==> config.mk <==
export PLATFORM = sky130hd
export DESIGN_NAME = sha256_byte_stream_hasher
export DESIGN_NICKNAME = d
export VERILOG_FILES = /design/src/sv/shabs_pkg.sv /design/src/sv/shabs_ctrl.sv /design/src/sv/shabs_dp.sv /design/src/sv/sha256_byte_stream_hasher.sv
export SDC_FILE = /design/constraint.sdc
export NUM_CORES = 2
export LEC_CHECK = 0
export BUFFER_PORTS_ARGS = -buffer_cell sky130_fd_sc_hd__buf_2
export CAP_MARGIN = 15
export CELL_PAD_IN_SITES_DETAIL_PLACEMENT = 1
export CELL_PAD_IN_SITES_GLOBAL_PLACEMENT = 1
export CORE_AREA = 2 2 345 432
export CTS_BUF_LIST = sky130_fd_sc_hd__clkbuf_8
export CTS_CLUSTER_DIAMETER = 100
export DETAILED_ROUTE_END_ITERATION = 10
export DIE_AREA = 0 0 347 434
export HOLD_SLACK_MARGIN = 0.05
export PLACE_DENSITY_LB_ADDON = 0.1
export SYNTH_ARGS = -nofsm -noshare
export SYNTH_HDL_FRONTEND = slang
export SYNTH_SLANG_ARGS = --single-unit
==> constraint.sdc <==
create_clock -name clk_i -period 23.6 [get_ports clk_i]
set_clock_uncertainty 0.05 [all_clocks]
set_input_delay 3.54 -clock clk_i [delete_from_list [all_inputs] [get_ports clk_i]]
set_output_delay 3.54 -clock clk_i [all_outputs]
set_load 0.01 [all_outputs]
==> src/sv/shabs_pkg.sv <==
// Shared types, constants and functions for the SHA-256 byte stream hasher.
// No dependencies; imported by the controller, the datapath and the top level.
`default_nettype none

package shabs_pkg;

  localparam int unsigned WordW   = 32;
  localparam int unsigned CntW    = 6;
  localparam int unsigned FillW   = 6;
  localparam int unsigned BlockW  = 512;
  localparam int unsigned LenW    = 64;

  localparam logic [7:0] PadByte  = 8'h80;
  localparam logic [5:0] FillLast = 6'd63;
  localparam logic [5:0] FillLen  = 6'd55;
  localparam logic [5:0] RndLast  = 6'd63;
  localparam logic [2:0] WordLast = 3'd7;

  typedef enum logic [1:0] {
    BYTE_IN,
    BYTE_PAD,
    BYTE_ZERO,
    BYTE_LEN
  } byte_sel_e;

  typedef struct packed {
    logic            push;
    byte_sel_e       bsel;
    logic            count_bits;
    logic            load;
    logic            round;
    logic            fold;
    logic            restart;
    logic [CntW-1:0] idx;
  } shabs_cmd_t;

  typedef struct packed {
    logic [FillW-1:0] fill;
  } shabs_sts_t;

  function automatic logic [31:0] rotr(input logic [31:0] x, input int unsigned n);
    return (x >> n) | (x << (32 - n));
  endfunction

  function automatic logic [31:0] iv(input logic [2:0] i);
    logic [31:0] r;
    unique case (i)
      3'd0: r = 32'h6a09e667;
      3'd1: r = 32'hbb67ae85;
      3'd2: r = 32'h3c6ef372;
      3'd3: r = 32'ha54ff53a;
      3'd4: r = 32'h510e527f;
      3'd5: r = 32'h9b05688c;
      3'd6: r = 32'h1f83d9ab;
      default: r = 32'h5be0cd19;
    endcase
    return r;
  endfunction

  function automatic logic [31:0] round_k(input logic [5:0] i);
    logic [31:0] r;
    unique case (i)
      6'd0:  r = 32'h428a2f98; 6'd1:  r = 32'h71374491; 6'd2:  r = 32'hb5c0fbcf;
      6'd3:  r = 32'he9b5dba5; 6'd4:  r = 32'h3956c25b; 6'd5:  r = 32'h59f111f1;
      6'd6:  r = 32'h923f82a4; 6'd7:  r = 32'hab1c5ed5; 6'd8:  r = 32'hd807aa98;
      6'd9:  r = 32'h12835b01; 6'd10: r = 32'h243185be; 6'd11: r = 32'h550c7dc3;
      6'd12: r = 32'h72be5d74; 6'd13: r = 32'h80deb1fe; 6'd14: r = 32'h9bdc06a7;
      6'd15: r = 32'hc19bf174; 6'd16: r = 32'he49b69c1; 6'd17: r = 32'hefbe4786;
      6'd18: r = 32'h0fc19dc6; 6'd19: r = 32'h240ca1cc; 6'd20: r = 32'h2de92c6f;
      6'd21: r = 32'h4a7484aa; 6'd22: r = 32'h5cb0a9dc; 6'd23: r = 32'h76f988da;
      6'd24: r = 32'h983e5152; 6'd25: r = 32'ha831c66d; 6'd26: r = 32'hb00327c8;
      6'd27: r = 32'hbf597fc7; 6'd28: r = 32'hc6e00bf3; 6'd29: r = 32'hd5a79147;
      6'd30: r = 32'h06ca6351; 6'd31: r = 32'h14292967; 6'd32: r = 32'h27b70a85;
      6'd33: r = 32'h2e1b2138; 6'd34: r = 32'h4d2c6dfc; 6'd35: r = 32'h53380d13;
      6'd36: r = 32'h650a7354; 6'd37: r = 32'h766a0abb; 6'd38: r = 32'h81c2c92e;
      6'd39: r = 32'h92722c85; 6'd40: r = 32'ha2bfe8a1; 6'd41: r = 32'ha81a664b;
      6'd42: r = 32'hc24b8b70; 6'd43: r = 32'hc76c51a3; 6'd44: r = 32'hd192e819;
      6'd45: r = 32'hd6990624; 6'd46: r = 32'hf40e3585; 6'd47: r = 32'h106aa070;
      6'd48: r = 32'h19a4c116; 6'd49: r = 32'h1e376c08; 6'd50: r = 32'h2748774c;
      6'd51: r = 32'h34b0bcb5; 6'd52: r = 32'h391c0cb3; 6'd53: r = 32'h4ed8aa4a;
      6'd54: r = 32'h5b9cca4f; 6'd55: r = 32'h682e6ff3; 6'd56: r = 32'h748f82ee;
      6'd57: r = 32'h78a5636f; 6'd58: r = 32'h84c87814; 6'd59: r = 32'h8cc70208;
      6'd60: r = 32'h90befffa; 6'd61: r = 32'ha4506ceb; 6'd62: r = 32'hbef9a3f7;
      default: r = 32'hc67178f2;
    endcase
    return r;
  endfunction

endpackage

`default_nettype wire

==> src/sv/shabs_ctrl.sv <==
// Sequencer for the hasher: byte intake, padding, length, rounds and digest output.
// Depends on shabs_pkg; drives the datapath through shabs_cmd_t.
`default_nettype none

module shabs_ctrl import shabs_pkg::*; (
  input  wire logic       clk_i,
  input  wire logic       rst_ni,
  input  wire logic       in_valid_i,
  output logic            in_ready_o,
  input  wire logic       has_byte_i,
  input  wire logic       end_i,
  output logic            out_valid_o,
  input  wire logic       out_ready_i,
  output logic            out_last_o,
  input  wire shabs_sts_t sts_i,
  output shabs_cmd_t      cmd_o
);

  localparam logic [2:0] StIdle = 3'd0;
  localparam logic [2:0] StPad  = 3'd1;
  localparam logic [2:0] StLen  = 3'd2;
  localparam logic [2:0] StLoad = 3'd3;
  localparam logic [2:0] StRnd  = 3'd4;
  localparam logic [2:0] StAdd  = 3'd5;
  localparam logic [2:0] StOut  = 3'd6;

  logic [2:0]      state_q, state_d;
  logic [CntW-1:0] cnt_q, cnt_d;
  logic            fin_q, fin_d;
  logic            last_q, last_d;
  logic            pad_q, pad_d;
  logic            full;

  assign full = (sts_i.fill == FillLast);

  always_comb begin
    state_d     = state_q;
    cnt_d       = cnt_q;
    fin_d       = fin_q;
    last_d      = last_q;
    pad_d       = pad_q;
    in_ready_o  = 1'b0;
    out_valid_o = 1'b0;
    out_last_o  = 1'b0;
    cmd_o       = '0;
    cmd_o.bsel  = BYTE_IN;
    cmd_o.idx   = cnt_q;
    unique case (state_q)
      StIdle: begin
        in_ready_o = 1'b1;
        if (in_valid_i) begin
          cmd_o.push       = has_byte_i;
          cmd_o.count_bits = has_byte_i;
          if (has_byte_i && full) begin
            fin_d   = end_i;
            pad_d   = end_i;
            state_d = StLoad;
          end else if (end_i) begin
            fin_d   = 1'b1;
            pad_d   = 1'b1;
            state_d = StPad;
          end
        end
      end
      StPad: begin
        cmd_o.push = 1'b1;
        cmd_o.bsel = pad_q ? BYTE_PAD : BYTE_ZERO;
        pad_d      = 1'b0;
        if (full) begin
          state_d = StLoad;
        end else if (sts_i.fill == FillLen) begin
          cnt_d   = '0;
          state_d = StLen;
        end
      end
      StLen: begin
        cmd_o.push = 1'b1;
        cmd_o.bsel = BYTE_LEN;
        cnt_d      = cnt_q + 1'b1;
        if (full) begin
          last_d  = 1'b1;
          state_d = StLoad;
        end
      end
      StLoad: begin
        cmd_o.load = 1'b1;
        cnt_d      = '0;
        state_d    = StRnd;
      end
      StRnd: begin
        cmd_o.round = 1'b1;
        cnt_d       = cnt_q + 1'b1;
        if (cnt_q == RndLast) state_d = StAdd;
      end
      StAdd: begin
        cmd_o.fold = 1'b1;
        cnt_d      = '0;
        if (last_q)     state_d = StOut;
        else if (fin_q) state_d = StPad;
        else            state_d = StIdle;
      end
      StOut: begin
        out_valid_o = 1'b1;
        out_last_o  = (cnt_q[2:0] == WordLast);
        if (out_ready_i) begin
          cnt_d = cnt_q + 1'b1;
          if (cnt_q[2:0] == WordLast) begin
            cmd_o.restart = 1'b1;
            fin_d         = 1'b0;
            last_d        = 1'b0;
            state_d       = StIdle;
          end
        end
      end
      default: state_d = StIdle;
    endcase
  end

  always_ff @(posedge clk_i or negedge rst_ni) begin
    if (!rst_ni) begin
      state_q <= StIdle;
      cnt_q   <= '0;
      fin_q   <= 1'b0;
      last_q  <= 1'b0;
      pad_q   <= 1'b0;
    end else begin
      state_q <= state_d;
      cnt_q   <= cnt_d;
      fin_q   <= fin_d;
      last_q  <= last_d;
      pad_q   <= pad_d;
    end
  end

endmodule

`default_nettype wire

==> src/sv/shabs_dp.sv <==
// Hasher datapath: block shift line doubling as schedule window, round logic,
// chaining state, fill and bit counters. Depends on shabs_pkg.
`default_nettype none

module shabs_dp import shabs_pkg::*; (
  input  wire logic        clk_i,
  input  wire logic        rst_ni,
  input  wire shabs_cmd_t  cmd_i,
  input  wire logic [7:0]  data_byte_i,
  output shabs_sts_t       sts_o,
  output logic [WordW-1:0] digest_o,
  output logic [2:0]       word_index_o
);

  logic [BlockW-1:0] blk_q, blk_d;
  logic [WordW-1:0]  h_q [8];
  logic [WordW-1:0]  v_q [8];
  logic [FillW-1:0]  fill_q;
  logic [LenW-1:0]   bits_q;
  logic [7:0]        byte_mux;
  logic [WordW-1:0]  w0, w1, w9, w14, w_new;
  logic [WordW-1:0]  s0w, s1w, bs0, bs1, ch, mj, t1, t2;

  // window word j (j = 0 oldest) sits at blk_q[511-32j -: 32]
  assign w0  = blk_q[511:480];
  assign w1  = blk_q[479:448];
  assign w9  = blk_q[223:192];
  assign w14 = blk_q[63:32];

  assign s0w   = rotr(w1, 7) ^ rotr(w1, 18) ^ (w1 >> 3);
  assign s1w   = rotr(w14, 17) ^ rotr(w14, 19) ^ (w14 >> 10);
  assign w_new = w0 + s0w + w9 + s1w;

  assign bs1 = rotr(v_q[4], 6) ^ rotr(v_q[4], 11) ^ rotr(v_q[4], 25);
  assign ch  = (v_q[4] & v_q[5]) ^ (~v_q[4] & v_q[6]);
  assign t1  = v_q[7] + bs1 + ch + round_k(cmd_i.idx) + w0;
  assign bs0 = rotr(v_q[0], 2) ^ rotr(v_q[0], 13) ^ rotr(v_q[0], 22);
  assign mj  = (v_q[0] & v_q[1]) ^ (v_q[0] & v_q[2]) ^ (v_q[1] & v_q[2]);
  assign t2  = bs0 + mj;

  always_comb begin
    case (cmd_i.bsel)
      BYTE_IN:   byte_mux = data_byte_i;
      BYTE_PAD:  byte_mux = PadByte;
      BYTE_ZERO: byte_mux = 8'h00;
      default:   byte_mux = bits_q[{~cmd_i.idx[2:0], 3'b000} +: 8];
    endcase
  end

  always_comb begin
    blk_d = blk_q;
    if (cmd_i.push)       blk_d = {blk_q[BlockW-9:0], byte_mux};
    else if (cmd_i.round) blk_d = {blk_q[BlockW-33:0], w_new};
  end

  always_ff @(posedge clk_i) begin
    blk_q <= blk_d;
    if (cmd_i.load) begin
      for (int i = 0; i < 8; i++) v_q[i] <= h_q[i];
    end else if (cmd_i.round) begin
      v_q[7] <= v_q[6];
      v_q[6] <= v_q[5];
      v_q[5] <= v_q[4];
      v_q[4] <= v_q[3] + t1;
      v_q[3] <= v_q[2];
      v_q[2] <= v_q[1];
      v_q[1] <= v_q[0];
      v_q[0] <= t1 + t2;
    end
  end

  always_ff @(posedge clk_i or negedge rst_ni) begin
    if (!rst_ni) begin
      for (int i = 0; i < 8; i++) h_q[i] <= iv(3'(i));
      fill_q <= '0;
      bits_q <= '0;
    end else begin
      if (cmd_i.restart) begin
        for (int i = 0; i < 8; i++) h_q[i] <= iv(3'(i));
        fill_q <= '0;
        bits_q <= '0;
      end else begin
        if (cmd_i.fold) begin
          for (int i = 0; i < 8; i++) h_q[i] <= h_q[i] + v_q[i];
        end
        if (cmd_i.push)       fill_q <= fill_q + 1'b1;
        if (cmd_i.count_bits) bits_q <= bits_q + LenW'(8);
      end
    end
  end

  assign sts_o.fill   = fill_q;
  assign digest_o     = h_q[cmd_i.idx[2:0]];
  assign word_index_o = cmd_i.idx[2:0];

endmodule

`default_nettype wire

==> src/sv/sha256_byte_stream_hasher.sv <==
// Top level of the SHA-256 byte stream hasher: stream ports, controller and datapath.
// Depends on shabs_pkg, shabs_ctrl and shabs_dp.
//
//   channel | dir | tdata                          | tuser    | tlast
//   s_axis  | in  | [7:0] data_byte                | has_byte | end_of_message
//   m_axis  | out | [31:0] digest_word, [34:32] idx | -        | last_word
//
// Each beat with a byte goes into the block shift line; every full 64-byte block then
// adds a compression pass (load, 64 rounds of the single round unit, fold).
// At end of message padding and length go in at one byte a cycle (paused while a
// full padding block compresses), then eight output beats follow, one per cycle
// when m_axis_tready is high. s_axis_tready is low while a block compresses and
// from end of message until the last digest beat has left.
// Reset loads the initial hash values; no clearing pass.
`default_nettype none

module sha256_byte_stream_hasher import shabs_pkg::*; (
  input  wire logic        clk_i,
  input  wire logic        rst_ni,
  input  wire logic        s_axis_tvalid,
  output logic             s_axis_tready,
  input  wire logic [7:0]  s_axis_tdata,  // [7:0] data_byte
  input  wire logic        s_axis_tuser,  // [0] has_byte
  input  wire logic        s_axis_tlast,
  output logic             m_axis_tvalid,
  input  wire logic        m_axis_tready,
  output logic [39:0]      m_axis_tdata,  // [31:0] digest_word, [34:32] word_index
  output logic             m_axis_tlast
);

  shabs_cmd_t       cmd;
  shabs_sts_t       sts;
  logic [WordW-1:0] digest;
  logic [2:0]       word_index;

  shabs_ctrl u_ctrl (
    .clk_i       (clk_i),
    .rst_ni      (rst_ni),
    .in_valid_i  (s_axis_tvalid),
    .in_ready_o  (s_axis_tready),
    .has_byte_i  (s_axis_tuser),
    .end_i       (s_axis_tlast),
    .out_valid_o (m_axis_tvalid),
    .out_ready_i (m_axis_tready),
    .out_last_o  (m_axis_tlast),
    .sts_i       (sts),
    .cmd_o       (cmd)
  );

  shabs_dp u_dp (
    .clk_i        (clk_i),
    .rst_ni       (rst_ni),
    .cmd_i        (cmd),
    .data_byte_i  (s_axis_tdata),
    .sts_o        (sts),
    .digest_o     (digest),
    .word_index_o (word_index)
  );

  assign m_axis_tdata = {5'b00000, word_index, digest};

endmodule

`default_nettype wire
; Yosys cells after proc, flatten, opt, wreduce, memory -nomap -nowiden
; Memory sizes are Yosys's and may differ from the RTL's.
; Index checks and enable logic that the tools add are counted.
[classes]
addsub = 21
magnitude_cmp = 1
n_eq_ne = 21
shift = 1
mux = 64
bitwise = 37
reduce_logical = 19
[op_table]
columns = op, count
row1 = two-way mux 512 bit, 2
row2 = adder 32 bit, 18
row3 = two-way mux 256 bit, 2
row4 = two-way mux 32 bit, 10
row5 = XOR 32 bit, 9
row6 = bitwise AND 32 bit, 5
row7 = two-way mux 64 bit, 2
row8 = binary-select mux 32 bit (select 3 bit), 1
row9 = "adder 64 x 4 -> 64 bit, second input constant", 1
row10 = indexed part select 64 x 7 -> 8 bit, 1
row11 = inverter 32 bit, 1
row12 = OR 10 x 32 -> 32 bit, 1
row13 = OR 13 x 32 -> 32 bit, 1
row14 = OR 14 x 32 -> 32 bit, 1
row15 = OR 15 x 32 -> 32 bit, 1
row16 = OR 19 x 32 -> 32 bit, 1
row17 = OR 21 x 32 -> 32 bit, 1
row18 = OR 25 x 32 -> 32 bit, 1
row19 = OR 26 x 32 -> 32 bit, 1
row20 = OR 30 x 32 -> 32 bit, 1
row21 = OR 7 x 32 -> 32 bit, 1
row22 = XOR 32 x 22 -> 32 bit, 1
row23 = XOR 32 x 29 -> 32 bit, 1
row24 = two-way mux 3 bit, 10
row25 = other kinds (33), 90
[totals]
register_bits = 850
ramBits = 256
rom_bits = 2048
inputBits = 14
output_inout_bits = 43
elab_cells = 182
memories = 2
[memory_table]
columns = memory, depth, width, read_ports, rd_ports_with_merged_regs, write_ports, line_no
row1 = (name not given), 64, 32, 1, 0, 0, shabs_pkg.sv:62  ; unique case (i)
row2 = u_dp.v_q, 8, 32, 8, 0, 8, shabs_dp.sv:17  ; logic [WordW-1:0] v_q [8];

; Longest topological paths before layout
; An unclocked memory read counts as a cell.
[logic_depth]
word_depth = 10
depth_mapped = 44
mapped_depth_nobuf = 40

; Cells and area by module
; From an unflattened synthesis, not the netlist that was laid out.
[unflattened]
cells_unflattened = 7470
hier_area_um2 = 76362.0
[by_module_without_submodules]
columns = mod, n_inst, cells_each, area_each_um2
row1 = shabs_dp, 1, 7352, 75419.8
row2 = shabs_ctrl, 1, 112, 900.9
row3 = sha256_byte_stream_hasher, 1, 6, 41.3

; Least setup slack after synthesis
; OpenSTA, ideal clock, no wires.
[synth_path]
path_kind = flip-flop to flip-flop
from = reg u_ctrl.state_q[0]
to = mem u_dp.v_q[0][0], enable pin
t_arrival_ns = 18.843
required_time_ns = 22.323
setup_slack_ns = 3.480
path_stages_with_launch = 5
n_path_buf = 2
period_less_slack_ns = 20.120
cell_sequence = dfrtp_1 -> clkbuf_1 -> buf_1 -> nand2_1 -> o21ai_0
[synth_rtl]
columns = item, line_no
row1 = "start, declared", shabs_ctrl.sv:27  ; logic [2:0] state_q, state_d;
row2 = "start signal, assigned", shabs_ctrl.sv:121  ; state_q <= StIdle;
row3 = "start signal, assigned", shabs_ctrl.sv:127  ; state_q <= state_d;
row4 = "end, declared", shabs_dp.sv:17

==> reports/summary.txt <==
Row count - 157
Fillers - 16762
Setup crit start kind - register
Top cells by count, synth - nand2_1, edfxtp_1, a21oi_1
Fmax - 90.1 MHz
Crit share post-route - 47.0%
Worst skew pair latency - 0.96 ns
Final hold vios - 0
CTS Buffer Depth - 3
Sequential cell area - 31600 µm²
CTS resizes - 0
Area Growth Syn to Fin - 6.88%
Vias - 62430
Post-route DRC - 0
Antenna violations before repair - 3
Status - finished clean
Post-synth EDFFs - 768
Die height - 434 µm
# Post-CTS Setup Buffers - 0
Yosys cell types - 93
Number of global-route vias before repair - 66392
Clk Tree Root Cell - clkbuf_8
Gr usage total - 35.6%
Avg WL per Cell - 25.9 µm
First-pass GRT wire length - 405000 µm
Final TNS setup - 0 ns
CP endpoint kind - register
Hold-fix buffers, CTS - 0
Starting Density - 51.8%
Die area - 151000 µm²
Crit path kind - reg -> reg
Post-Route WL - 267000 µm
Tmin final - 11.09 ns
Die W - 347 µm
Global route overflow - 0
# IOs - 57
DRT Pass-1 Iters - 6
Req. time, crit path - 24.27 ns
Worst min path class - reg -> reg
Main synth FF type - edfxtp_1
Clock sinks - 1103
Register area share after synthesis - 41.7%
IO buf count - 51
Nets@finish - 8868
Number of CTS-inserted buffers - 188
Detail Route Antenna Nets - 0
H-tree Lvls - 4
Routed vias/inst - 6.04
Crit-path max cell delay - 0.95 ns
YS warnings - 0
Slew Limit Fails - 0
Layout cell share with drive strength beyond 1 - 7.63%
Max_cap viols - 0
CTS tree - yes
Post-synth top area share - 30.4%
Critical path arrival - 11.76 ns
Routability-driven placement congestion ratio - 0.991
Slew @ Worst Pin - 1.22 ns
Setup repair after global routing missed its margin - no
Slew headroom - 18.0%
Most frequent cell after synthesis - nand2_1
Detailed Route Iter0 Violations - 4403
Yosys reg bits - 1103
Core Box Area - 146000 µm²
Critical path peak fanout - 40
Syn avg cell area - 9.01 µm²
Clk slew on worst S/H paths - 0.06 ns
Largest net degree at the start of global routing - 197
Post-Synthesis Cells - 8416
Area taken by multi-input logic gates - 41100 µm²
Crit path max-delay cell type - a2111oi_2
Final setup viols - 0
Synth Cell Area - 75800 µm²
Post-DP HPWL - 198000 µm
Yosys top cell by area - edfxtp_1
Ys async rst share - 30.4%
Top cells by area, synth - edfxtp_1, nand2_1, dfrtp_1
-- worst paths after layout --
check | slack [ns] | depth (start not counted) | from | end
min | 0.47 | 2 | u_ctrl.pad_q$_DFFE_PN0P_ | u_ctrl.pad_q$_DFFE_PN0P_
max in group asynchronous | 18.71 | 3 | rst_ni | u_ctrl.cnt_q[0]$_DFFE_PN0P_
min reg2reg | 0.47 | 2 | u_ctrl.pad_q$_DFFE_PN0P_ | u_ctrl.pad_q$_DFFE_PN0P_
min in group asynchronous | 2.53 | 1 | rst_ni | u_dp.h_q[128]$_DFFE_PN0P_
max | 12.51 | 33 | u_ctrl.cnt_q[0]$_DFFE_PN0P_ | u_dp.v_q[0][29]$_DFFE_PP_
max reg2reg | 12.51 | 33 | u_ctrl.cnt_q[0]$_DFFE_PN0P_ | u_dp.v_q[0][29]$_DFFE_PP_
-- sequential cells by signal, indices dropped and copies added (netlist names) --
register and flops:
u_ctrl.cnt_q 6, u_ctrl.fin_q 1, u_ctrl.last_q 1, u_ctrl.pad_q 1, u_ctrl.state_q 3, u_dp.bits_q 61
u_dp.blk_q 512, u_dp.h_q 256, u_dp.sts_o 6, u_dp.v_q 256
-- per-stage QoR --
stage	util (%)	hold WS (ns)	instance area (µm²)	std cells	worst slack [ns]
after CTS	55.4	0.478	81000	10332	12.56
after global routing	55.4	0.489	81000	10333	12.00
after floorplan	-	0.412	75800	8420	3.48
final	55.4	0.474	81000	10333	12.51
after global placement	52.9	0.456	77400	9981	12.74
after detailed placement	52.9	0.472	77400	9981	12.62
-- kinds of logic (layout without fill, tap and decap cells) --
logic type	Yosys count	in the layout	share of synthesized area [%]
and+or+nand+nor	3496	3496	18.9
AOI/OAI and AO/OA	1632	1632	13.2
DFF	1103	1103	41.7
buffers and inverters	834	838	4.17
xor gates and xnor gates	626	626	7.23
adders and majority gates	595	595	11.7
muxes	129	129	3.05
other	1	6	0.00495
-- cell type report --
type | instances | area share [%]
Multi-Input combinational cell | 6483 | 50.8
Sequential cell | 1103 | 39.0
Clock buffer | 213 | 3.62
Tap cell | 1908 | 2.95
Inverter | 361 | 1.67
Timing Repair Buffer | 126 | 1.07
Clock inverter | 138 | 0.892
Antenna cell | 1 | 0.00309
-- metal layers --
| metal | vias to the layer above | global-route usage, % | share of wire, % |
|---|---|---|---|
| met5 | - | 0 | 0.0049 |
| met3 | 759 | 4.56 | 4.2 |
| met1 | 31557 | 39.9 | 37 |
| met4 | 2 | 26.3 | 8.4 |
| met2 | 1630 | 62.3 | 50 |
| li1 | 28482 | - | - |
-- cell usage in the layout (no fill, tap or decap), types with 72 or more instances in the layout --
cell / count
nand3_1: 146
xor2_1: 275
nor2_1: 386
xnor2_1: 351
o21ai_1: 124
fa_1: 195
edfxtp_1: 768
nor3_1: 127
ha_1: 396
mux4_2: 81
clkbuf_8: 213
buf_4: 72
a21oi_1: 494
dfstp_2: 136
o21ai_0: 365
nand2_1: 2517
a21o_1: 188
dfrtp_1: 193
inv_1: 422
-- worst max-delay path: cells and delay by family, from the launching register on --
family	cells	cell delay (ns)
AO/OA/AOI/OAI	13	3.85
XOR/XNOR	1	0.20
adder cells (fa/ha/maj)	8	3.64
buffers and inverters	5	0.64
flip-flops	1	0.80
AND/OR/NAND/NOR	6	1.63
Power is not shown: default switching activity piles up to over one toggle a cycle in this logic, so the estimate is an artifact.
